$ cat src/hw/rtl/version_negotiation_parser_assert.svh
// ----------------------------------------------------------------------------
// Assertion macros for the version negotiation parser
// Implication checks clocked on aclk and disabled while in reset.
// ----------------------------------------------------------------------------
`ifndef VERSION_NEGOTIATION_PARSER_ASSERT_SVH
`define VERSION_NEGOTIATION_PARSER_ASSERT_SVH

// Consequent must hold in the same cycle as the antecedent.
`define VNP_ASSERT_SAME(lbl, ante, cons, msg) \
    lbl: assert property (@(posedge aclk) disable iff (!aresetn) (ante) |-> (cons)) \
        else $error(msg);

// Consequent must hold in the cycle after the antecedent.
`define VNP_ASSERT_NEXT(lbl, ante, cons, msg) \
    lbl: assert property (@(posedge aclk) disable iff (!aresetn) (ante) |=> (cons)) \
        else $error(msg);

`endif

$ cat src/hw/rtl/vnp_pkg.sv
// ----------------------------------------------------------------------------
// vnp_pkg
// Types, codes and constants shared by the version negotiation parser.
// ----------------------------------------------------------------------------
`default_nettype none

package vnp_pkg;

    localparam int DEF_MAX_LINE   = 32;
    localparam int DEF_MAX_DIGITS = 9;

    localparam int VAL_W    = 30;
    localparam int VER_W    = 32;
    localparam int DIGCNT_W = 4;
    localparam int NAMELEN_W = 4;
    localparam int NAME_LEN  = 8;

    localparam logic [7:0] CHR_NL    = 8'h0A;
    localparam logic [7:0] CHR_SLASH = 8'h2F;
    localparam logic [7:0] CHR_TOP   = 8'h5A;
    localparam logic [7:0] CHR_ZERO  = 8'h30;
    localparam logic [7:0] CHR_NINE  = 8'h39;

    localparam logic [VER_W-1:0] RST_MIN_SUPPORTED = 32'd1;
    localparam logic [VER_W-1:0] RST_MAX_SUPPORTED = 32'd1;

    // Expected protocol name, first character at index 0.
    localparam logic [7:0] NAME_TAG [NAME_LEN] = '{
        8'h41, 8'h4D, 8'h49, 8'h4B, 8'h4F, 8'h50, 8'h41, 8'h59
    };

    typedef enum logic [1:0] {
        CFG_SERVER_SIDE   = 2'd0,
        CFG_MIN_SUPPORTED = 2'd1,
        CFG_MAX_SUPPORTED = 2'd2
    } cfg_index_t;

    typedef enum logic [1:0] {
        FLD_NAME = 2'd0,
        FLD_MIN  = 2'd1,
        FLD_MAX  = 2'd2
    } field_t;

    typedef enum logic [3:0] {
        ST_BUSY     = 4'd0,
        ST_OK       = 4'd1,
        ST_BADCHAR  = 4'd2,
        ST_TOOLONG  = 4'd3,
        ST_SLASH1   = 4'd4,
        ST_SLASH2   = 4'd5,
        ST_NAME     = 4'd6,
        ST_MINLONG  = 4'd7,
        ST_MAXLONG  = 4'd8,
        ST_BADDIGIT = 4'd9,
        ST_WEIRD    = 4'd10,
        ST_ILLEGAL  = 4'd11,
        ST_NOMATCH  = 4'd12
    } status_t;

    typedef struct packed {
        logic             server_side;
        logic [VER_W-1:0] min_supported;
        logic [VER_W-1:0] max_supported;
    } cfg_t;

    // Line summary handed to the matching logic on a newline.
    typedef struct packed {
        field_t              field_index;
        logic                last_was_slash;
        logic                name_ok;
        logic [DIGCNT_W-1:0] min_digits;
        logic [DIGCNT_W-1:0] max_digits;
        logic                digit_error;
        logic [VAL_W-1:0]    min_value;
        logic [VAL_W-1:0]    max_value;
    } line_sum_t;

    typedef struct packed {
        logic             done_res;
        status_t          status;
        logic [VER_W-1:0] negotiated_version;
        logic             send_reply;
        logic [VER_W-1:0] reply_min;
        logic [VER_W-1:0] reply_max;
    } res_t;

endpackage

`default_nettype wire

$ cat src/hw/rtl/vnp_match.sv
// ----------------------------------------------------------------------------
// vnp_match
// End-of-line checks and server/client version matching rule.
// ----------------------------------------------------------------------------
`default_nettype none

module vnp_match #(
    parameter int MAX_DIGITS = vnp_pkg::DEF_MAX_DIGITS
) (
    input  wire vnp_pkg::line_sum_t sum,
    input  wire vnp_pkg::cfg_t      cfg,
    output vnp_pkg::res_t           res
);

    localparam logic [vnp_pkg::DIGCNT_W-1:0] DIG_LIMIT = vnp_pkg::DIGCNT_W'(MAX_DIGITS);

    logic [vnp_pkg::VER_W-1:0] min_v;
    logic [vnp_pkg::VER_W-1:0] max_v;
    logic [vnp_pkg::VER_W-1:0] lo;
    logic [vnp_pkg::VER_W-1:0] hi;

    assign min_v = vnp_pkg::VER_W'(sum.min_value);
    assign max_v = vnp_pkg::VER_W'(sum.max_value);
    assign lo    = (min_v > cfg.min_supported) ? min_v : cfg.min_supported;
    assign hi    = (max_v < cfg.max_supported) ? max_v : cfg.max_supported;

    always_comb begin
        res          = '0;
        res.done_res = 1'b1;
        res.status   = vnp_pkg::ST_OK;
        if (sum.field_index == vnp_pkg::FLD_NAME ||
            (sum.field_index == vnp_pkg::FLD_MIN && sum.last_was_slash)) begin
            res.status = vnp_pkg::ST_SLASH1;
        end else if (sum.field_index == vnp_pkg::FLD_MIN || sum.last_was_slash) begin
            res.status = vnp_pkg::ST_SLASH2;
        end else if (!sum.name_ok) begin
            res.status = vnp_pkg::ST_NAME;
        end else if (sum.min_digits > DIG_LIMIT) begin
            res.status = vnp_pkg::ST_MINLONG;
        end else if (sum.max_digits > DIG_LIMIT) begin
            res.status = vnp_pkg::ST_MAXLONG;
        end else if (sum.digit_error) begin
            res.status = vnp_pkg::ST_BADDIGIT;
        end else if (cfg.server_side) begin
            if (min_v > max_v) begin
                res.status = vnp_pkg::ST_WEIRD;
            end else begin
                res.send_reply = 1'b1;
                if (lo > hi) begin
                    res.status    = vnp_pkg::ST_NOMATCH;
                    res.reply_min = lo;
                    res.reply_max = hi;
                end else begin
                    res.negotiated_version = hi;
                    res.reply_min          = hi;
                    res.reply_max          = hi;
                end
            end
        end else begin
            if (min_v < cfg.min_supported || max_v > cfg.max_supported) begin
                res.status = vnp_pkg::ST_ILLEGAL;
            end else if (min_v < max_v) begin
                res.status = vnp_pkg::ST_WEIRD;
            end else if (min_v > max_v) begin
                res.status = vnp_pkg::ST_NOMATCH;
            end else begin
                res.negotiated_version = min_v;
            end
        end
    end

endmodule

`default_nettype wire

$ cat src/hw/rtl/vnp_line.sv
// ----------------------------------------------------------------------------
// vnp_line
// Per-byte line state: length, slashes, name compare and version accumulate.
// ----------------------------------------------------------------------------
`default_nettype none

module vnp_line #(
    parameter int MAX_LINE   = vnp_pkg::DEF_MAX_LINE,
    parameter int MAX_DIGITS = vnp_pkg::DEF_MAX_DIGITS
) (
    input  wire logic          aclk,
    input  wire logic          aresetn,
    input  wire logic          step,
    input  wire logic [7:0]    rx_byte,
    input  wire vnp_pkg::cfg_t cfg,
    output vnp_pkg::res_t      res
);

    localparam int CNT_W = $clog2(MAX_LINE);
    localparam logic [CNT_W:0] LINE_LIMIT = (CNT_W + 1)'(MAX_LINE);
    localparam logic [vnp_pkg::DIGCNT_W-1:0] DIG_LIMIT = vnp_pkg::DIGCNT_W'(MAX_DIGITS);
    localparam logic [vnp_pkg::DIGCNT_W-1:0] DIG_SAT   = '1;
    localparam logic [vnp_pkg::NAMELEN_W-1:0] NAME_SAT = '1;
    localparam logic [vnp_pkg::NAMELEN_W-1:0] NAME_FULL =
        vnp_pkg::NAMELEN_W'(vnp_pkg::NAME_LEN);

    logic [CNT_W-1:0]              byte_cnt_reg, byte_cnt_next;
    vnp_pkg::field_t               field_reg, field_next;
    logic [vnp_pkg::NAMELEN_W-1:0] name_len_reg, name_len_next;
    logic                          name_match_reg, name_match_next;
    logic                          slash_reg, slash_next;
    logic [vnp_pkg::VAL_W-1:0]     min_val_reg, min_val_next;
    logic [vnp_pkg::VAL_W-1:0]     max_val_reg, max_val_next;
    logic [vnp_pkg::DIGCNT_W-1:0]  min_dig_reg, min_dig_next;
    logic [vnp_pkg::DIGCNT_W-1:0]  max_dig_reg, max_dig_next;
    logic                          dig_err_reg, dig_err_next;

    logic                      is_nl;
    logic                      is_bad;
    logic                      is_digit;
    logic                      is_sep;
    logic                      too_long;
    logic [CNT_W:0]            cnt_inc;
    logic [vnp_pkg::VAL_W-1:0] min_acc;
    logic [vnp_pkg::VAL_W-1:0] max_acc;
    logic                      clear;
    vnp_pkg::line_sum_t        sum;
    vnp_pkg::res_t             match_res;

    assign is_nl    = (rx_byte == vnp_pkg::CHR_NL);
    assign is_bad   = (rx_byte < vnp_pkg::CHR_SLASH) || (rx_byte > vnp_pkg::CHR_TOP);
    assign is_digit = (rx_byte >= vnp_pkg::CHR_ZERO) && (rx_byte <= vnp_pkg::CHR_NINE);
    assign is_sep   = (rx_byte == vnp_pkg::CHR_SLASH) && (field_reg != vnp_pkg::FLD_MAX);
    assign cnt_inc  = {1'b0, byte_cnt_reg} + (CNT_W + 1)'(1);
    assign too_long = (cnt_inc >= LINE_LIMIT);
    assign clear    = is_nl || is_bad || too_long;

    // value * 10 + digit, kept to the low value bits
    assign min_acc = (min_val_reg << 3) + (min_val_reg << 1)
                   + vnp_pkg::VAL_W'(rx_byte[3:0]);
    assign max_acc = (max_val_reg << 3) + (max_val_reg << 1)
                   + vnp_pkg::VAL_W'(rx_byte[3:0]);

    always_comb begin
        field_next      = field_reg;
        name_len_next   = name_len_reg;
        name_match_next = name_match_reg;
        slash_next      = 1'b0;
        min_val_next    = min_val_reg;
        max_val_next    = max_val_reg;
        min_dig_next    = min_dig_reg;
        max_dig_next    = max_dig_reg;
        dig_err_next    = dig_err_reg;
        byte_cnt_next   = cnt_inc[CNT_W-1:0];
        if (is_sep) begin
            slash_next = 1'b1;
            field_next = (field_reg == vnp_pkg::FLD_NAME) ? vnp_pkg::FLD_MIN
                                                          : vnp_pkg::FLD_MAX;
        end else begin
            case (field_reg)
                vnp_pkg::FLD_NAME: begin
                    if (name_len_reg >= NAME_FULL ||
                        vnp_pkg::NAME_TAG[name_len_reg[2:0]] != rx_byte) begin
                        name_match_next = 1'b0;
                    end
                    if (name_len_reg != NAME_SAT) begin
                        name_len_next = name_len_reg + 1'b1;
                    end
                end
                vnp_pkg::FLD_MIN: begin
                    if (!is_digit) begin
                        dig_err_next = 1'b1;
                    end else if (min_dig_reg < DIG_LIMIT) begin
                        min_val_next = min_acc;
                    end
                    if (min_dig_reg != DIG_SAT) begin
                        min_dig_next = min_dig_reg + 1'b1;
                    end
                end
                default: begin
                    if (!is_digit) begin
                        dig_err_next = 1'b1;
                    end else if (max_dig_reg < DIG_LIMIT) begin
                        max_val_next = max_acc;
                    end
                    if (max_dig_reg != DIG_SAT) begin
                        max_dig_next = max_dig_reg + 1'b1;
                    end
                end
            endcase
        end
    end

    always_ff @(posedge aclk) begin
        if (!aresetn || (step && clear)) begin
            byte_cnt_reg   <= '0;
            field_reg      <= vnp_pkg::FLD_NAME;
            name_len_reg   <= '0;
            name_match_reg <= 1'b1;
            slash_reg      <= 1'b0;
            min_val_reg    <= '0;
            max_val_reg    <= '0;
            min_dig_reg    <= '0;
            max_dig_reg    <= '0;
            dig_err_reg    <= 1'b0;
        end else if (step) begin
            byte_cnt_reg   <= byte_cnt_next;
            field_reg      <= field_next;
            name_len_reg   <= name_len_next;
            name_match_reg <= name_match_next;
            slash_reg      <= slash_next;
            min_val_reg    <= min_val_next;
            max_val_reg    <= max_val_next;
            min_dig_reg    <= min_dig_next;
            max_dig_reg    <= max_dig_next;
            dig_err_reg    <= dig_err_next;
        end
    end

    always_comb begin
        sum.field_index    = field_reg;
        sum.last_was_slash = slash_reg;
        sum.name_ok        = name_match_reg && (name_len_reg == NAME_FULL);
        sum.min_digits     = min_dig_reg;
        sum.max_digits     = max_dig_reg;
        sum.digit_error    = dig_err_reg;
        sum.min_value      = min_val_reg;
        sum.max_value      = max_val_reg;
    end

    vnp_match #(
        .MAX_DIGITS (MAX_DIGITS)
    ) u_match (
        .sum (sum),
        .cfg (cfg),
        .res (match_res)
    );

    always_comb begin
        res = '0;
        if (is_nl) begin
            res = match_res;
        end else if (is_bad) begin
            res.done_res = 1'b1;
            res.status   = vnp_pkg::ST_BADCHAR;
        end else if (too_long) begin
            res.done_res = 1'b1;
            res.status   = vnp_pkg::ST_TOOLONG;
        end else begin
            res.status = vnp_pkg::ST_BUSY;
        end
    end

endmodule

`default_nettype wire

$ cat src/hw/rtl/version_negotiation_parser.sv
// A byte's result is registered from the input stage into the output stage, which drives m_*.
// Throughput: one byte per cycle while m_* is not stalled; the line-state update is a single stage.
// Backpressure on m_* stalls both register stages; s_tready stays high
// while either stage can advance.
// Reset (aresetn low, synchronous): both stages empty, line state cleared,
// server_side 0, min_supported 1, max_supported 1.
// ----------------------------------------------------------------------------
// version_negotiation_parser
// Parses the received "name/min/max" line byte by byte and negotiates a version.
// ----------------------------------------------------------------------------
`default_nettype none

`include "version_negotiation_parser_assert.svh"

module version_negotiation_parser #(
    parameter int MAX_LINE   = vnp_pkg::DEF_MAX_LINE,
    parameter int MAX_DIGITS = vnp_pkg::DEF_MAX_DIGITS
) (
    input  wire logic        aclk,
    input  wire logic        aresetn,
    // configuration write port
    input  wire logic        cfg_wr_en,
    input  wire logic [1:0]  cfg_addr,
    input  wire logic [31:0] cfg_wdata,
    // input byte stream
    input  wire logic        s_tvalid,
    output logic             s_tready,
    input  wire logic [7:0]  s_tdata,   // [7:0] rx_byte
    // result stream
    output logic             m_tvalid,
    input  wire logic        m_tready,
    output logic [95:0]      m_tdata,   // [31:0] negotiated_version, [63:32] reply_min,
                                        // [95:64] reply_max
    output logic [4:0]       m_tuser,   // [3:0] status, [4] send_reply
    output logic             m_tlast    // done_res
);

    logic          in_valid_reg;
    logic [7:0]    in_byte_reg;
    logic          out_valid_reg;
    vnp_pkg::res_t out_res_reg;
    vnp_pkg::cfg_t cfg_reg;
    vnp_pkg::res_t line_res;
    logic          out_adv;
    logic          step;

    assign out_adv  = !out_valid_reg || m_tready;
    assign s_tready = !in_valid_reg || out_adv;
    assign step     = in_valid_reg && out_adv;

    always_ff @(posedge aclk) begin
        if (!aresetn) begin
            cfg_reg.server_side   <= 1'b0;
            cfg_reg.min_supported <= vnp_pkg::RST_MIN_SUPPORTED;
            cfg_reg.max_supported <= vnp_pkg::RST_MAX_SUPPORTED;
        end else if (cfg_wr_en) begin
            case (cfg_addr)
                vnp_pkg::CFG_SERVER_SIDE:   cfg_reg.server_side   <= cfg_wdata[0];
                vnp_pkg::CFG_MIN_SUPPORTED: cfg_reg.min_supported <= cfg_wdata;
                vnp_pkg::CFG_MAX_SUPPORTED: cfg_reg.max_supported <= cfg_wdata;
                default: ;
            endcase
        end
    end

    // input stage: hold the byte until the line stage takes it
    always_ff @(posedge aclk) begin
        if (!aresetn) begin
            in_valid_reg <= 1'b0;
        end else if (s_tready) begin
            in_valid_reg <= s_tvalid;
        end
    end

    always_ff @(posedge aclk) begin
        if (s_tready && s_tvalid) begin
            in_byte_reg <= s_tdata;
        end
    end

    vnp_line #(
        .MAX_LINE   (MAX_LINE),
        .MAX_DIGITS (MAX_DIGITS)
    ) u_line (
        .aclk    (aclk),
        .aresetn (aresetn),
        .step    (step),
        .rx_byte (in_byte_reg),
        .cfg     (cfg_reg),
        .res     (line_res)
    );

    always_ff @(posedge aclk) begin
        if (!aresetn) begin
            out_valid_reg <= 1'b0;
        end else if (out_adv) begin
            out_valid_reg <= in_valid_reg;
        end
    end

    always_ff @(posedge aclk) begin
        if (step) begin
            out_res_reg <= line_res;
        end
    end

    assign m_tvalid = out_valid_reg;
    assign m_tlast  = out_res_reg.done_res;
    assign m_tuser  = {out_res_reg.send_reply, out_res_reg.status};
    assign m_tdata  = {out_res_reg.reply_max, out_res_reg.reply_min,
                       out_res_reg.negotiated_version};

    `VNP_ASSERT_SAME(a_busy_not_done, m_tvalid && !m_tlast,
        m_tuser[3:0] == vnp_pkg::ST_BUSY, "busy beat with nonzero status")
    `VNP_ASSERT_SAME(a_done_not_busy, m_tvalid && m_tlast,
        m_tuser[3:0] != vnp_pkg::ST_BUSY, "done beat reports busy")
    `VNP_ASSERT_SAME(a_reply_status, m_tvalid && m_tuser[4],
        m_tuser[3:0] == vnp_pkg::ST_OK || m_tuser[3:0] == vnp_pkg::ST_NOMATCH,
        "reply requested on a failed line")
    `VNP_ASSERT_SAME(a_version_only_ok, m_tvalid && m_tuser[3:0] != vnp_pkg::ST_OK,
        m_tdata[31:0] == '0, "version given without success")
    `VNP_ASSERT_NEXT(a_in_hold, in_valid_reg && !out_adv,
        in_valid_reg && $stable(in_byte_reg), "input stage lost a stalled byte")

endmodule

`default_nettype wire

$ cat config.mk
export PLATFORM = sky130hd
export DESIGN_NAME = version_negotiation_parser
export DESIGN_NICKNAME = d
export VERILOG_FILES = /design/src/hw/rtl/vnp_pkg.sv /design/src/hw/rtl/vnp_match.sv /design/src/hw/rtl/vnp_line.sv /design/src/hw/rtl/version_negotiation_parser.sv
export VERILOG_INCLUDE_DIRS = /design/src /design/src/hw/rtl
export SDC_FILE = /design/constraint.sdc
export NUM_CORES = 1
export LEC_CHECK = 0
export BUFFER_PORTS_ARGS = -buffer_cell sky130_fd_sc_hd__buf_2
export CAP_MARGIN = 20
export CORE_MARGIN = 2
export CORE_UTILIZATION = 61
export CTS_BUF_LIST = sky130_fd_sc_hd__clkbuf_16
export CTS_CLUSTER_SIZE = 25
export DETAILED_ROUTE_END_ITERATION = 7
export PLACE_DENSITY = 0.81
export RECOVER_POWER = 100
export SLEW_MARGIN = 10
export SYNTH_ARGS = -nofsm -noshare
export SYNTH_HDL_FRONTEND = slang
export SYNTH_SLANG_ARGS = --single-unit
export TNS_END_PERCENT = 1
$ cat constraint.sdc
create_clock -name aclk -period 5.2 [get_ports aclk]
set_input_delay 0.52 -clock aclk [delete_from_list [all_inputs] [get_ports aclk]]
set_output_delay 0.52 -clock aclk [all_outputs]
set_load 0.1 [all_outputs]
==> results.toml, run 1 <==
[routing]
wl_per_cell_um = 19.39
vias = 15080
drtPass1Iterations = 6
via_per_inst = 6.068
totalWireLength_um = 48180
drtIter0Drc = 1451
drt.antenna.violating_nets = 0
route.detailed.drc = 0

[timing]
finClkSkew_ns = 0.02893
fmax_ghz = 0.2008
slew_viol_final = 103
worst_pin_slew_ns = 3.083
setup_tns_ns = 0
timing.final.crit_share_pct = 95.75
slew_headroom_pct = -105.5
hold-worst-slack_ns = 0.1339
setup_ws_ns = 0.2211
rsz0062_at_grt = "yes"
hold_viol_final = 0
period_needed_ns = 4.979
setup_violations = 0

[synth]
synth_cells = 1880
synth.distinct_cells = 78
yosys-top-cells-area = "edfxtp_1, ha_1, dfxtp_1"
synthTopCellsByCount = "nand2_1, ha_1, dfxtp_1, inv_1, a21oi_1"
synth_xor_area_share_pct = 2.925
synth_top_area_share_pct = 19.02
yosys.area.top_type = "edfxtp_1"
synth_fa_ha_area_share_pct = 17.75
netlist_area_um2 = 17370
async_flop_share_pct = 0
synth-simple-area-share_pct = 14.85
avgSynthCellArea_um2 = 9.238
synth_seq_cells = 259
synth_flop_cell = "dfxtp_1"
yosys.cell_count.top_type = "nand2_1"
synth_compound_area_share_pct = 19.37
synthMuxAreaShare_pct = 3.688
ys_seq_area_share_pct = 36.19
yosys_warnings = 0
synth_top_family_by_area = "compound AO/OA/AOI/OAI gates"
synth_edf_count = 110

[min_path]
hold_path_depth = 1
hp-start = "s_tdata[7]"
min_to = "in_byte_reg[7]$_DFFE_PP_"
hp-class = "primary input to flop"

[global_route]
grt_pass1_wl_um = 75590
grt_max_degree = 70
grt_pass1_vias = 14430
grt.total_usage_pct = 31.22
gr-total-overflow = 0
grt_antenna_before_repair = 0

[die]
fp.coreArea_um2 = 27930
fp-row-count = 61
die_width_um = 172.7
dieHeight_um = 172.7
ios = 151
die_area_um2 = 29840
start_util_pct = 62.17

[place]
dp_hpwl_um = 36110
place_inst = 2433
pre_cts_ws_ns = 0.03308
dpl_cell_area_um2 = 19080
gp_congestion = 0.9182
io_buffers = 150

[critical_path]
path_max_fanout = 30
critical_path.top_delay_family = "compound AO/OA/AOI/OAI gates"
crit_required_ns = 5.59
startpoint = "cfg_reg[60]$_SDFFE_PN0P_"
r2r_end = "m_tdata[29]$_SDFFCE_PP0P_"
slowest_delay_ns = 0.37
regToRegSetupSlack_ns = 0.22
r2r-start = "cfg_reg[60]$_SDFFE_PN0P_"
criticalPathCategory = "flop to flop"
crit_path_start_kind = "flop"
cp_num_buf_inv = 4
cp-end-kind = "flop"
path_cells = "inv_1, ha_1, and4_1, nand4_1, nor2_1, nand2_1, o211a_1, or2_2, buf_12, a21oi_1, inv_1, ha_1, a21o_1, a21o_1, a21oi_1, o21ai_1, a221oi_2, a2bb2oi_1, a22oi_2, or2_4, buf_12, o2bb2ai_2"
reg2reg_depth = 22
cp.arrival_ns = 5.37
slowest_stage = "dfxtp_1"

[power_and_ir_drop]
power.density_nw_per_um2 = 248.3
power.leakage_uw = 0.008828
peakVddDrop_mv = 0.3986

[clock_tree]
cts_setup_buffers = 0
path_clk_slew_ns = 0.06
clk-insertion-delay-late_ns = 0.56
cts_buffer_depth = 3
cts_buffers = 28
cts_root_buf = "clkbuf_16"
h-tree-depth = 1
clock-sinks = 259
cts_tree = "built"

[final_layout]
synthToLayoutAreaGrowth_pct = 14.94
fin_cells = 2485
diodes = 0
drive_gt1_share_pct = 11.30
fin_nets = 2376
largest_reg_flops = 96
final_design_area_no_fill_um2 = 19960

[run_status]
status = "finished, violations left"
violations = "capacitance limit, slew limit"

[run]
drv_cap = 2
==> placed cells by master, fill, tap and decap left out, types with 4 or more instances in the layout <==
cell type   synthesis  layout
o21ai_0            54      56
clkinvlp_4          0       5
buf_2              17      46
nor2b_1            41      41
xor2_1             24      24
a211oi_1           45      44
mux2i_1            64      63
fa_1                4       4
o21bai_1            6       6
bufinv_16           0       6
nand2_1           255     255
nor2_1            104     103
clkbuf_1           53     109
and3_1             13      13
o21a_1             16      16
clkbuf_16           0      29
buf_12              0       4
dfxtp_1           149     149
nand4_1            35      35
o2bb2ai_2          30      30
inv_1             149     152
o31ai_1             6       6
nand2b_1            9       9
xnor2_1            34      34
and4_1              8       7
edfxtp_1          110     110
nand3_1            33      33
a21o_1             69      69
a21oi_1           127     127
o21ai_1             8       5
nor3_1             18      17
a31oi_1            11      11
conb_1              2       6
and2_1              6       4
a21boi_0           64      65
buf_4               1      85
or3_1               5       5
ha_1              240     240
==> cells by family after synthesis <==
logic type / after synthesis
buf+inv: 227
xor+xnor: 58
fa+ha+maj: 244
mux: 64
compound gates: 475
other cells: 2
simple gates: 551
flops: 259
==> cell type report <==
type	count	area, um^2
Clock buffer	29	725.7
Clock inverter	23	286.5
Fill cell	2097	7971
Inverter	151	569.3
Multi-Input combinational cell	1398	10230
Sequential cell	259	6286
Tap cell	378	473.0
Timing Repair Buffer	247	1389
==> per-layer routing <==
| layer | vias up | routed length [um] | track usage [%] | share of wire (%) |
|---|---|---|---|---|
| li1 | 7138 | - | - | - |
| met5 | - | 0 | 0 | 0 |
| met3 | 123 | 4263 | 3.892 | 8.8 |
| met1 | 7091 | 20850 | 44.33 | 43 |
| met2 | 728 | 21450 | 49.51 | 45 |
| met4 | 0 | 1615 | 10.56 | 3.4 |
==> power breakdown <==
group          internal [uW]  switching [uW]
combinational            137             436
clock                   1320             866
sequential              2170            34.9
==> worst max-delay path by stage <==
stage	endpoint	slack, ns	cells past startpoint
after floorplan	m_tdata[57]$_SDFFCE_PP0P_	0.61	24
after CTS	m_tdata[36]$_SDFFCE_PP0P_	0.17	19
after detailed placement	m_tuser[0]$_DFFE_PP_	0.03	20
after global routing	m_tdata[15]$_SDFFCE_PP0P_	0.001	22
after global placement	m_tuser[2]$_SDFFCE_PP0P_	0.14	20
final	m_tdata[29]$_SDFFCE_PP0P_	0.22	22
==> per-stage QoR <==
step / util (%) / power (uW)
floorplan: - / 2672
finish: 71.46 / 4957
global route: 71.46 / 5081
detailed placement: 68.31 / 2810
CTS: 71.95 / 4958
global placement: 68.31 / 2793
==> repair_timing <==
item / CTS / global route
gates resized for setup: 1 / 6
gates cloned: 0 / 0
setup endpoints to repair: 1 / 64
hold buffers: 0 / 0
pin swaps: 0 / 2
No activity file was read; power rests on OpenSTA's default activity.
==> run 2, diff against run 1 <==
CORE_UTILIZATION = 62   (was 61)
PLACE_DENSITY = 0.82   (was 0.81)
SYNTH_HIERARCHICAL = 1   (was not set)
==> results.toml, run 2 <==
[power_and_ir_drop]
p_sw_share_pct = 28.26
power.leakage_uw = 0.009124
peakVddDrop_mv = 0.2560
switchingPower_uw = 1417
p_int_uw = 3597
power.density_nw_per_um2 = 234.7
clockPowerShare_pct = 41.7
seqPwrFrac_pct = 44.2
combPwrFrac_pct = 14.1

[critical_path]
crit_path_start_kind = "flop"
cp-end-kind = "flop"
crit_required_ns = 5.61
cp.arrival_ns = 5.40
criticalPathCategory = "flop to flop"
path_max_fanout = 24
slowest_delay_ns = 0.44
slowest_stage = "or3_1"
path_cells = "inv_1, ha_1, nand4_1, or3_1, a21oi_2, o31ai_4, and2_2, buf_8, a21oi_2, ha_1, nand3_1, nor4_4, buf_4, nand4_1, nand3_1, a2bb2oi_4, buf_12, buf_4, a211oi_1, a211oi_2, and2_0"

[routing]
wl_per_cell_um = 19.49
vias = 16780
totalWireLength_um = 53010
route.detailed.drc = 0
drtIter0Drc = 1399
drtPass1Iterations = 6
drt.antenna.violating_nets = 0
via_per_inst = 6.168

[clock_tree]
cts_tree = "built"
cts_buffers = 28
path_clk_slew_ns = 0.06
cts_buffer_depth = 3
cts_root_buf = "clkbuf_16"
clk-insertion-delay-late_ns = 0.56
h-tree-depth = 1
clock-sinks = 259

[place]
io_buffers = 150
gp_congestion = 0.9659
place_inst = 2663
dpl_cell_area_um2 = 20610
dp_hpwl_um = 40310

[synth]
synth_edf_count = 110
synth_top_area_share_pct = 17.33
synth_cells = 2120
avgSynthCellArea_um2 = 8.991
synth.distinct_cells = 82
yosys-top-cells-area = "edfxtp_1, dfxtp_1, ha_1"
yosys.area.top_type = "edfxtp_1"
async_flop_share_pct = 0
synth_flop_cell = "dfxtp_1"
yosys.cell_count.top_type = "nand2_1"
synthTopCellsByCount = "nand2_1, ha_1, a21oi_1"
ys_seq_area_share_pct = 32.98
synth_seq_cells = 259
netlist_area_um2 = 19060
yosys_warnings = 6

[run_status]
violations = "capacitance limit, slew limit"
status = "finished, violations left"

[die]
start_util_pct = 62.64
die_width_um = 179.3
fp-row-count = 64
die_area_um2 = 32160
dieHeight_um = 179.3
ios = 151
fp.coreArea_um2 = 30430

[global_route]
gr-total-overflow = 0
grt_pass1_wl_um = 82150
grt_antenna_before_repair = 1
grt_pass1_vias = 15720
grt.total_usage_pct = 32.34
grt_max_degree = 102

[run]
drv_cap = 3

[timing]
timing.final.crit_share_pct = 96.05
period_needed_ns = 4.995
hold_viol_final = 0
hold-worst-slack_ns = 0.1466
setup_tns_ns = 0
setup_violations = 0
finClkSkew_ns = 0.01448
slew_headroom_pct = -176.0
fmax_ghz = 0.2002
worst_pin_slew_ns = 4.140
rsz0062_at_grt = "no"
slew_viol_final = 220

[final_layout]
diodes = 0
fin_cells = 2720
layout_common_cells = "nand2_1, ha_1, a21oi_1"
synthToLayoutAreaGrowth_pct = 12.06
layout_commonest_cell = "nand2_1"
final_design_area_no_fill_um2 = 21360
fin_nets = 2592
largest_reg_flops = 96
drive_gt1_share_pct = 12.52

[min_path]
hp-class = "primary input to flop"
run 2: cell count changes in the layout (fill, tap and decap cells not counted), sizes merged, moves of 9 or more:
cell / before / now
a21o: 69 / 53
o2bb2ai: 31 / 0
and2: 6 / 113
o22ai: 4 / 33
a21oi: 127 / 241
o211ai: 2 / 11
a211oi: 46 / 83
mux2i: 64 / 74
nor2b: 41 / 14
nand3: 33 / 49
a21boi: 66 / 8
o21a: 16 / 4
run 2: stage by stage:
stage                     setup WS [ns]  total power [uW]  utilization [%]
after floorplan                 0.08650              2797                -
after global placement           0.1444              2942            67.72
after detailed placement       -0.03985              2955            67.72
after CTS                       0.01496              5027            70.91
after global routing           0.003650              5151            70.19
final                            0.2054              5014            70.19
run 2: final timing paths:
path                                  from                        to  slack [ns]  depth (start not counted)
hold reg to reg    cfg_reg[6]$_SDFFE_PN0P_   cfg_reg[6]$_SDFFE_PN0P_        0.46                          2
hold / removal                  s_tdata[7]  in_byte_reg[7]$_DFFE_PP_        0.15                          1
setup / recovery  cfg_reg[14]$_SDFFE_PN0P_     m_tdata[57]$_DFFE_PP_        0.21                         21
setup reg to reg  cfg_reg[14]$_SDFFE_PN0P_     m_tdata[57]$_DFFE_PP_        0.21                         21
run 2: repair_timing:
item	4_1_cts	5_1_grt
gates resized for setup	2	13
endpoints found under the setup margin	28	65
buffers inserted	0	3
gates cloned	0	3
pin swaps	0	3
hold buffers	0	0
run 2: layer usage:
layer,up-vias,routed length (um),track usage [%]
met2,783,23250,51.04
met4,2,1647,9.980
li1,7973,-,-
met1,7912,23060,46.07
met5,-,11,0
met3,106,5036,4.430
run 2: logic make-up after synthesis:
logic type | count (synthesis) | share of synthesized area [%]
fa+ha+maj | 242 | 16.04
xor+xnor | 60 | 2.757
buf+inv | 263 | 6.216
other cells | 2 | 0.03940
mux | 74 | 3.886
simple gates | 659 | 17.07
flops | 259 | 32.98
compound gates | 561 | 21.01
run 2: area by class of cell:
class                   instances  area (um^2)
repair buffers                254         1473
fillers                      2385         9070
flip-flops and latches        259         6286
clock inverters                22        232.7
well taps                     396        495.5
multi-input cells            1606        11570
clock buffers                  29        725.7
inverters                     154        578.1
run 2: worst max-delay path: cells and delay by family (launching register included):
family,cells,cell delay [ns]
flops,1,0.33
simple gates,8,1.94
buf+inv,5,0.85
compound gates,6,1.17
fa+ha+maj,2,0.52
run 2: power by group through the flow:
stage / Combinational (uW) / Sequential, uW / Clock [uW]
after detailed placement: 701 / 2250 / 0
after global routing: 748 / 2220 / 2180
after global placement: 690 / 2250 / 0
after CTS: 705 / 2210 / 2110
final: 709 / 2210 / 2090
after floorplan: 284 / 2510 / 0
==> run 3, diff against run 2 <==
CORE_UTILIZATION = 60   (was 62)
PLACE_DENSITY = 0.8   (was 0.82)
==> results.toml, run 3 (synthesis results as in run 2) <==
[clock_tree]
path_clk_slew_ns = 0.06
cts_buffers = 31
cts_buffer_depth = 3
clk-insertion-delay-late_ns = 0.59
cts_root_buf = "clkbuf_16"
clock-sinks = 259
h-tree-depth = 1
cts_tree = "built"

[die]
dieHeight_um = 182.2
ios = 151
die_area_um2 = 33210
die_width_um = 182.2
fp-row-count = 65
fp.coreArea_um2 = 31390
start_util_pct = 60.72

[final_layout]
layout_common_cells = "nand2_1, ha_1, a21oi_1"
final_design_area_no_fill_um2 = 21400
drive_gt1_share_pct = 12.82
layout_commonest_cell = "nand2_1"
multi_input_area_um2 = 11570
regArea_um2 = 6286
diodes = 0
fin_nets = 2589
synthToLayoutAreaGrowth_pct = 12.29
n_fill_cell = 2529
largest_reg_flops = 96

[routing]
route.detailed.drc = 0
via_per_inst = 6.109
totalWireLength_um = 52020
wl_per_cell_um = 19.07
vias = 16660
drt.antenna.violating_nets = 0
drtIter0Drc = 1388
drtPass1Iterations = 5

[min_path]
hold_path_depth = 1
hp-start = "s_tdata[6]"
hp-class = "primary input to flop"
min_to = "in_byte_reg[6]$_DFFE_PP_"

[critical_path]
criticalPathCategory = "flop to flop"
crit_required_ns = 5.50
crit_top_cell = "a211oi_1"
regToRegSetupSlack_ns = 0.24
path_cells = "inv_1, ha_1, nand4_1, or3_1, a21oi_4, o311ai_4, and2_2, buf_6, buf_4, a21o_1, ha_1, nand3_1, nor4_4, a211oi_1, o31ai_1, buf_4, a2bb2oi_4, buf_12, a211oi_1, a211oi_1, and2_1"
slowest_delay_ns = 0.46
path_max_fanout = 32
cp-end-kind = "flop"
r2r_end = "m_tdata[32]$_DFFE_PP_"
r2r-start = "cfg_reg[39]$_SDFFE_PN0P_"
reg2reg_depth = 21
cp.arrival_ns = 5.26
slowest_stage = "or3_1"
crit_path_start_kind = "flop"

[global_route]
grt_antenna_before_repair = 0
grt.total_usage_pct = 30.41
gr-total-overflow = 0
grt_pass1_vias = 15710
grt_max_degree = 103
grt_pass1_wl_um = 81690

[timing]
fmax_ghz = 0.2017
rsz0062_at_grt = "no"
timing.final.crit_share_pct = 95.35
setup_violations = 0
setup_tns_ns = 0
period_needed_ns = 4.958
finClkSkew_ns = 0.03592
hold_viol_final = 0
slew_headroom_pct = -176.4
slew_viol_final = 217
hold-worst-slack_ns = 0.1121
worst_pin_slew_ns = 4.146

[power_and_ir_drop]
power.density_nw_per_um2 = 239.3
peakVddDrop_mv = 0.2525
power.leakage_uw = 0.009139

[place]
io_buffers = 150
dpl_cell_area_um2 = 20550
dp_hpwl_um = 39690
gp_congestion = 0.9310

[run_status]
violations = "capacitance limit, slew limit"
status = "finished, violations left"

[run]
drv_cap = 4
[run 3: cell types whose count changed in the layout (fill, tap and decap cells not counted), sizes merged]
cell,previous run,this run
and2,113,111
buf,141,137
bufinv,5,4
clkbuf,142,144
clkinv,9,12
clkinvlp,5,4
inv,157,161
[run 3: power by group]
group	total, uW	internal (uW)	switching [uW]	leakage [uW]
registers	2210	2180	35.1	0.00221
clock network	2200	1290	907	0.000516
logic	707	163	543	0.00642
[run 3: area by class of cell]
class | count | share of cell area (%)
clock inverters | 27 | 1.257
flip-flops and latches | 259 | 29.37
clock buffers | 31 | 3.624
inverters | 154 | 2.701
repair buffers | 250 | 6.623
multi-input cells | 1604 | 54.08
well taps | 402 | 2.350
[run 3: per-stage QoR]
stage / std cells / setup slack, ns / utilization (%) / power, uW
floorplan: 2125 / 0.08650 / - / 2797
global placement: 2666 / 0.08181 / 65.48 / 2941
detailed placement: 2666 / 0.02300 / 65.48 / 2952
CTS: 2724 / 0.02421 / 68.83 / 5142
global route: 2727 / 0.002385 / 68.18 / 5272
finish: 2727 / 0.2418 / 68.18 / 5122
[run 3: layer usage]
metal | track usage, % | wire length [um] | vias to the layer above
li1 | - | - | 7958
met1 | 43.75 | 23300 | 7895
met2 | 48.47 | 22850 | 692
met3 | 3.053 | 4189 | 114
met4 | 9.194 | 1676 | 0
met5 | 0 | 0 | -
[run 3: critical path: cells and delay by family (launching register included)]
kind	cells	cell delay, ns
AOI/OAI and AO/OA	8	1.26
adders and majority gates	2	0.64
buffers and inverters	5	0.77
DFF	1	0.38
and+or+nand+nor	6	1.60
[run 3: worst max-delay path by stage]
| stage | start | end | depth (start not counted) |
|---|---|---|---|
| finish | cfg_reg[39]$_SDFFE_PN0P_ | m_tdata[32]$_DFFE_PP_ | 21 |
| global route | cfg_reg[39]$_SDFFE_PN0P_ | m_tdata[32]$_DFFE_PP_ | 20 |
| CTS | cfg_reg[39]$_SDFFE_PN0P_ | m_tuser[0]$_DFFE_PP_ | 20 |
| floorplan | m_tvalid$_SDFFE_PN0P_ | u_line/min_val_reg[10]$_SDFFE_PP0P_ | 9 |
| detailed placement | cfg_reg[61]$_SDFFE_PN0P_ | m_tuser[0]$_DFFE_PP_ | 20 |
| global placement | cfg_reg[39]$_SDFFE_PN0P_ | m_tuser[0]$_DFFE_PP_ | 20 |
[run 3: repair_timing]
action,in CTS,in global routing
endpoints found under the setup margin,1,65
setup buffers,0,1
hold buffers,0,0
gates resized for setup,1,15
cloned,0,1
pin swaps,0,3
